[src/assert_macros.svh]
// ----------------------------------------------------------------------------
// Assertion macros
// Shared concurrent assertion forms, clocked on i_clk and disabled in reset.
// ----------------------------------------------------------------------------
`ifndef ASSERT_MACROS_SVH
`define ASSERT_MACROS_SVH

// Check a property at every edge outside reset.
`define VWMA_ASSERT(lbl, prop, msg) \
    lbl: assert property (@(posedge i_clk) disable iff (!i_rst_n) prop) \
        else $error(msg);

// Check that a condition at one edge leads to another at the next edge.
`define VWMA_ASSERT_NEXT(lbl, pre, post, msg) \
    lbl: assert property (@(posedge i_clk) disable iff (!i_rst_n) (pre) |=> (post)) \
        else $error(msg);

`endif

[src/vwma_divider.sv]
// ----------------------------------------------------------------------------
// Window sum divider
// Restoring unsigned divider, one quotient bit per cycle.
// ----------------------------------------------------------------------------
`include "assert_macros.svh"

module vwma_divider #(
    parameter int DIVIDEND_WIDTH = 42,
    parameter int DIVISOR_WIDTH  = 11
) (
    input  logic                      i_clk,
    input  logic                      i_rst_n,
    input  logic                      i_start,
    input  logic [DIVIDEND_WIDTH-1:0] i_dividend,
    input  logic [DIVISOR_WIDTH-1:0]  i_divisor,
    output logic                      o_done,
    output logic [DIVIDEND_WIDTH-1:0] o_quotient
);
    localparam int DW   = DIVIDEND_WIDTH;
    localparam int VW   = DIVISOR_WIDTH;
    localparam int CNTW = $clog2(DW + 1);

    logic            r_busy, n_busy;
    logic            r_done, n_done;
    logic [CNTW-1:0] r_cnt, n_cnt;
    logic [VW-1:0]   r_rem, n_rem;
    logic [DW-1:0]   r_quo, n_quo;
    logic [VW-1:0]   r_div, n_div;
    logic [VW:0]     w_rem_sh;
    logic            w_ge;
    logic [VW:0]     w_rem_sub;

    // Shift in the next dividend bit and try a subtract
    assign w_rem_sh  = {r_rem, r_quo[DW-1]};
    assign w_ge      = (w_rem_sh >= {1'b0, r_div});
    assign w_rem_sub = w_rem_sh - {1'b0, r_div};

    always_comb begin
        n_busy = r_busy;
        n_done = 1'b0;
        n_cnt  = r_cnt;
        n_rem  = r_rem;
        n_quo  = r_quo;
        n_div  = r_div;
        if (i_start) begin
            n_busy = 1'b1;
            n_cnt  = CNTW'(DW);
            n_rem  = '0;
            n_quo  = i_dividend;
            n_div  = i_divisor;
        end else if (r_busy) begin
            n_rem = w_ge ? w_rem_sub[VW-1:0] : w_rem_sh[VW-1:0];
            n_quo = {r_quo[DW-2:0], w_ge};
            n_cnt = r_cnt - CNTW'(1);
            if (r_cnt == CNTW'(1)) begin
                n_busy = 1'b0;
                n_done = 1'b1;
            end
        end
    end

    // Hold control under reset, datapath free-running
    always_ff @(posedge i_clk) begin
        if (!i_rst_n) begin
            r_busy <= 1'b0;
            r_done <= 1'b0;
            r_cnt  <= '0;
        end else begin
            r_busy <= n_busy;
            r_done <= n_done;
            r_cnt  <= n_cnt;
        end
        r_rem <= n_rem;
        r_quo <= n_quo;
        r_div <= n_div;
    end

    assign o_done     = r_done;
    assign o_quotient = r_quo;

    `VWMA_ASSERT(a_div_start_idle, i_start |-> !r_busy, "divider started while busy")
    `VWMA_ASSERT(a_div_done_alone, r_done |-> !r_busy, "divider done while still busy")
    `VWMA_ASSERT_NEXT(a_div_runs, i_start, r_busy, "divider did not start")
endmodule

[config.mk]
export PLATFORM = sky130hd
export DESIGN_NAME = vwma_divider
export DESIGN_NICKNAME = d
export VERILOG_FILES = /design/src/vwma_divider.sv
export VERILOG_INCLUDE_DIRS = /design/src /design/src/src
export SDC_FILE = /design/constraint.sdc
export NUM_CORES = 1
export LEC_CHECK = 0
export ABC_AREA = 0
export BUFFER_PORTS_ARGS = -buffer_cell sky130_fd_sc_hd__buf_2
export CAP_MARGIN = 30
export CORE_ASPECT_RATIO = 0.5
export CORE_MARGIN = 4
export CORE_UTILIZATION = 54
export CTS_BUF_LIST = sky130_fd_sc_hd__clkbuf_8
export CTS_CLUSTER_SIZE = 16
export DETAILED_ROUTE_END_ITERATION = 8
export PLACE_DENSITY = 0.85
export SETUP_SLACK_MARGIN = 0.2
export SYNTH_ARGS = -nofsm -noshare
export SYNTH_HDL_FRONTEND = slang
export SYNTH_SLANG_ARGS = --single-unit
[constraint.sdc]
create_clock -name i_clk -period 3 [get_ports i_clk]
set_clock_uncertainty 0.1 [all_clocks]
set_input_delay 0 -clock i_clk [delete_from_list [all_inputs] [get_ports i_clk]]
set_output_delay 0 -clock i_clk [all_outputs]
set_load 0.01 [all_outputs]
* After elaboration in Yosys (flattened, before gate mapping)
Index checks and enable logic that the tools add are counted.
Widths: inputs -> output; s select.
** Storage, ports and cells
- Flip-flop bits (word level) :: 72
- Latch bits :: 0
- RAM bits :: 0
- Bits in read-only memories :: 0
- Input bits :: 56
- Logic and storage cells :: 25
- Memories :: 0
** Cells by class
- Add/sub/neg operators :: 2
- Multiply operators :: 0
- Div/mod/pow operators :: 0
- $lt $le $gt $ge :: 1
- Eq/ne operators :: 1
- Shifts and indexed selects :: 0
- Multiplexer cells :: 9
- Bitwise logic cells :: 2
- Reduce and logical (&&, ||, !) cells :: 3
** Operators with widths (number)
- $mux 42 :: 2
- $ge 12x11->1 :: 1
- $mux 6 :: 2
- $mux 11 :: 1
- $sub 11x11->11 :: 1
- $eq 6x1->1 const B :: 1
- $sub 6x1->6 const B :: 1
- $mux 1 :: 4
- $reduce_or 3->1 :: 1
- $not 1->1 :: 2
- $reduce_bool 2->1 :: 1
- $reduce_or 2->1 :: 1

* Longest topological paths before layout
- Depth in word-level cells :: 4
- Gate-level depth with buffers :: 10
- Depth with buffers taken out :: 9

* Least setup slack after synthesis
No wires, ideal clock.
- Path type :: register to register
- Start point :: reg r_quo[41] (netlist: o_quotient[41])
- End point :: reg r_rem[8]
- Setup time :: 0.139 ns
- Data arrival time :: 2.127 ns
- Required time :: 2.761 ns
- Setup slack :: 0.633 ns
- Stages on the path, launching flop included :: 11
- Buffers on the path :: 1
- Period minus slack after synthesis :: 2.367 ns
- Cells stage by stage :: edfxtp_1 > inv_1 > ha_1 > fa_1 > nor2b_1 > o31a_4 > o21ai_4 > o21ai_4 > buf_8 > mux2i_1 > a211oi_2
** On the way
- Longest elaborated chain between the ends :: 2
** Ends and longest elaborated chain
- from (decl) :: RTL line vwma_divider.sv:27 : logic [DW-1:0] r_quo, n_quo;
- from (signal assigned) :: RTL line vwma_divider.sv:74 : r_quo <= n_quo;
- $sub 11x11->11 / $ge 12x11->1 (equally long branches) :: RTL line vwma_divider.sv:36, vwma_divider.sv:35
- $mux 11 (*) :: RTL line vwma_divider.sv:52 : n_rem = w_ge ? w_rem_sub[VW-1:0] : w_rem_sh[VW-1:0];
- to (signal assigned) :: RTL line vwma_divider.sv:73 : r_rem <= n_rem;
- to (decl) :: RTL line vwma_divider.sv:26 : logic [VW-1:0] r_rem, n_rem;
Every way passes the cells marked *; elsewhere a longest branch is shown, timed or not.
A chain may end at the register's enable or synchronous reset.

* Worst setup path after layout
- Start point :: reg r_quo[41] (netlist: o_quotient[41])
- End point :: reg r_quo[0] (netlist: o_quotient[0]) (data pin)
** On the way
- Longest elaborated chain between the ends :: 3
** Ends and longest elaborated chain
- $ge 12x11->1 :: RTL line vwma_divider.sv:35 : assign w_ge = (w_rem_sh >= {1'b0, r_div});
- $mux 42 :: RTL line vwma_divider.sv:51 : end else if (r_busy) begin
- $mux 42 :: RTL line vwma_divider.sv:45 : if (i_start) begin
- net n_quo[0] :: RTL line vwma_divider.sv:27
The timed path passes the listed nets, and every way through them passes these cells. The select of a mux whose other input is x is not followed.

==> flow_summary.json <==
{
  "yosys_register_bits": 72,
  "synth_mux_area_frac": 0.152,
  "root_buffer": "clkbuf_8",
  "io_buffers": 98,
  "hp-class": "in2reg",
  "clk_path_buf_depth": 2,
  "min_period_ns": 2.59,
  "hp-start": "i_divisor[2]",
  "cpMaxStageDelayCell": "edfxtp_1",
  "die_area_um2": 8060,
  "max_stage_delay_ns": 0.43,
  "whs_ns": 0.246,
  "core-area_um2": 6230,
  "synth_area_leaders": "edfxtp_1 (45%), mux2_2 (13%), dfxtp_1 (11%)",
  "cellLeakagePower_nw": 2.05,
  "dp_cells": 454,
  "fp.dieH_um": 65.5,
  "synth_area_um2": 3570,
  "slew_viol_final": 0,
  "gp_congestion": 0.868,
  "yosysSeqAreaShare": 0.552,
  "antenna_found_initial": 0,
  "vias": 2890,
  "die_w_um": 123,
  "track_usage": 0.256,
  "synth-adder-area-share": 0.0511,
  "syn_inst": 277,
  "syn_nets": 347,
  "final_cells": 527,
  "critPathBufInv": 3,
  "grt_pass1_wl_um": 15500,
  "power_density_nw_per_um2": 542,
  "finalSetupViolCount": 0,
  "start_util": 0.573,
  "critPathLaunch": "o_quotient[41]",
  "synth_compound_area_frac": 0.0994,
  "drc": 0,
  "critical_path_arrival_ns": 2.61,
  "outcome": "complete, no violations",
  "rsz0062_at_grt": "no",
  "synth_xor_area_frac": 0.0245,
  "fillers": 351,
  "fmax_ghz": 0.386,
  "crit_family": "compound AO/OA/AOI/OAI gates",
  "fin_ws_ns": 0.407,
  "dpl.hpwl_um": 5260,
  "cts_buffers": 9,
  "grt_max_degree": 66,
  "setup_tns_ns": 0,
  "dp_worst_setup_slack_ns": 0.469,
  "yosysWarnings": 0,
  "yosysTopAreaCell": "edfxtp_1",
  "syn_to_final_growth_pct": 37.5,
  "cts_max_level": 3,
  "endpoint_kind": "register",
  "required_ns": 3.02,
  "cp_max_fo": 11,
  "nets": 504,
  "routed_wl_um": 9850,
  "drive_gt1_frac": 0.387,
  "ys_types": 45,
  "cts_resized": 0,
  "fin_area_um2": 4910,
  "multi_input_area_um2": 1480,
  "hold_viol": 0,
  "boundaryPins": 99,
  "antenna_cells": 0,
  "wl_per_cell_um": 18.7,
  "worstSkewPairLatency_ns": 0.36,
  "critPathLaunchType": "register",
  "crit_chain": "inv_1, ha_1, fa_1, nor2b_1, o31a_4, o21ai_4, o21ai_4, buf_12, buf_12, mux2_2",
  "viasPerCell": 5.48,
  "cts.sinks": 72,
  "drtIter0Drc": 205,
  "path_clk_slew_ns": 0.08,
  "synthSimpleGateAreaFrac": 0.0868,
  "synth_async_sr_flop_share": 0,
  "synth_area_per_cell_um2": 12.9,
  "cts_tree": "done",
  "relSlewSlack": 0.353,
  "worstMarginPinSlew_ns": 0.967,
  "dr.pass1.iters": 4,
  "grt_pass1_vias": 3081,
  "path_class": "reg2reg",
  "yosys.area.top_type_share": 0.445,
  "synth-main-ff-cell": "edfxtp_1",
  "synth_edf_count": 53,
  "reg2reg_from": "o_quotient[41]",
  "ir_worst_vdd_uv": 391,
  "rows": 20,
  "drv_cap": 0,
  "placed_area_um2": 4140,
  "regArea_um2": 1970,
  "ant_nets": 0,
  "grt_overflow_total": 0,
  "fin_crit_sh": 0.864,
  "synth_top_family_by_area": "multiplexers"
}
[path summary, 6_finish.rpt]
path | endpoint | slack [ns] | depth (start not counted)
worst min register to register | r_rem[4] | 0.43 | 2
worst max-delay path | o_quotient[0] | 0.41 | 10
worst max register to register | o_quotient[0] | 0.41 | 10
worst min-delay path | r_div[2] | 0.25 | 2
[layout make-up]
class	instances	share of cell area
Clock buffer	9	0.0252
Inverter	18	0.0137
Sequential cell	72	0.401
Tap cell	88	0.0224
Timing Repair Buffer	157	0.223
Clock inverter	7	0.0130
Multi-Input combinational cell	176	0.301
[placed cells by master (no fill, tap or decap), types with 4 or more instances in the layout]
cell type / count
a211oi_1: 5
a21oi_1: 8
buf_2: 98
clkbuf_8: 9
dfxtp_1: 19
dlygate4sd3_1: 55
edfxtp_1: 53
ha_1: 13
inv_1: 19
mux2_2: 42
mux2i_1: 7
nand2_1: 12
nand2b_1: 5
nand3_1: 5
nor2_1: 18
o21ai_0: 6
o21ai_1: 4
xnor2_1: 9
[sequential cells by signal, indices dropped and copies added (netlist names)]
register,count
r_rem,11
r_busy,1
r_cnt,6
o_done,1
r_div,11
o_quotient,42
[repair_timing]
item | CTS | global route
setup endpoints to repair | 0 | 4
endpoints found under the hold margin | 61 | 0
hold buffers | 55 | 0
setup buffers | 0 | 2
[report_power, final]
group	total [mW]	switching [mW]	internal, mW
sequential	1.25	0.0615	1.19
combinational	0.655	0.336	0.319
clock	0.763	0.386	0.377
total	2.66	0.783	1.88
[stage by stage]
step	util	power, mW
detailed placement	0.664	1.80
floorplan	-	1.64
global route	0.789	2.78
global placement	0.664	1.77
CTS	0.782	2.60
finish	0.789	2.66
[cell usage after synthesis (all sizes together), types with 2 or more instances]
cell / instances
edfxtp: 53
mux2: 42
dfxtp: 19
inv: 18
nor2: 18
ha: 13
nand2: 13
o21ai: 12
xnor2: 9
a21oi: 8
a211oi: 7
buf: 7
mux2i: 7
nand3: 6
nand2b: 5
nor4: 5
clkbuf: 4
nor2b: 3
nor3: 3
o211ai: 3
o21a: 3
a21boi: 2
a311oi: 2
o22ai: 2
o311ai: 2
o31a: 2
[metal layers]
layer  global-route usage  share of wire  wire, um  up-vias
met4                0.130          0.051       506        0
met5                    0              0         0        -
met3               0.0748          0.053       523       44
met2                0.466           0.53      5210      136
li1                     -              -         -     1340
met1                0.274           0.37      3610     1370
[kinds of logic after synthesis]
logic type | Yosys count
AOI/OAI and AO/OA | 45
xor gates and xnor gates | 10
adders and majority gates | 14
buffers and inverters | 29
DFF | 72
muxes | 49
and+or+nand+nor | 58
(Power assumes the default switching activity.)
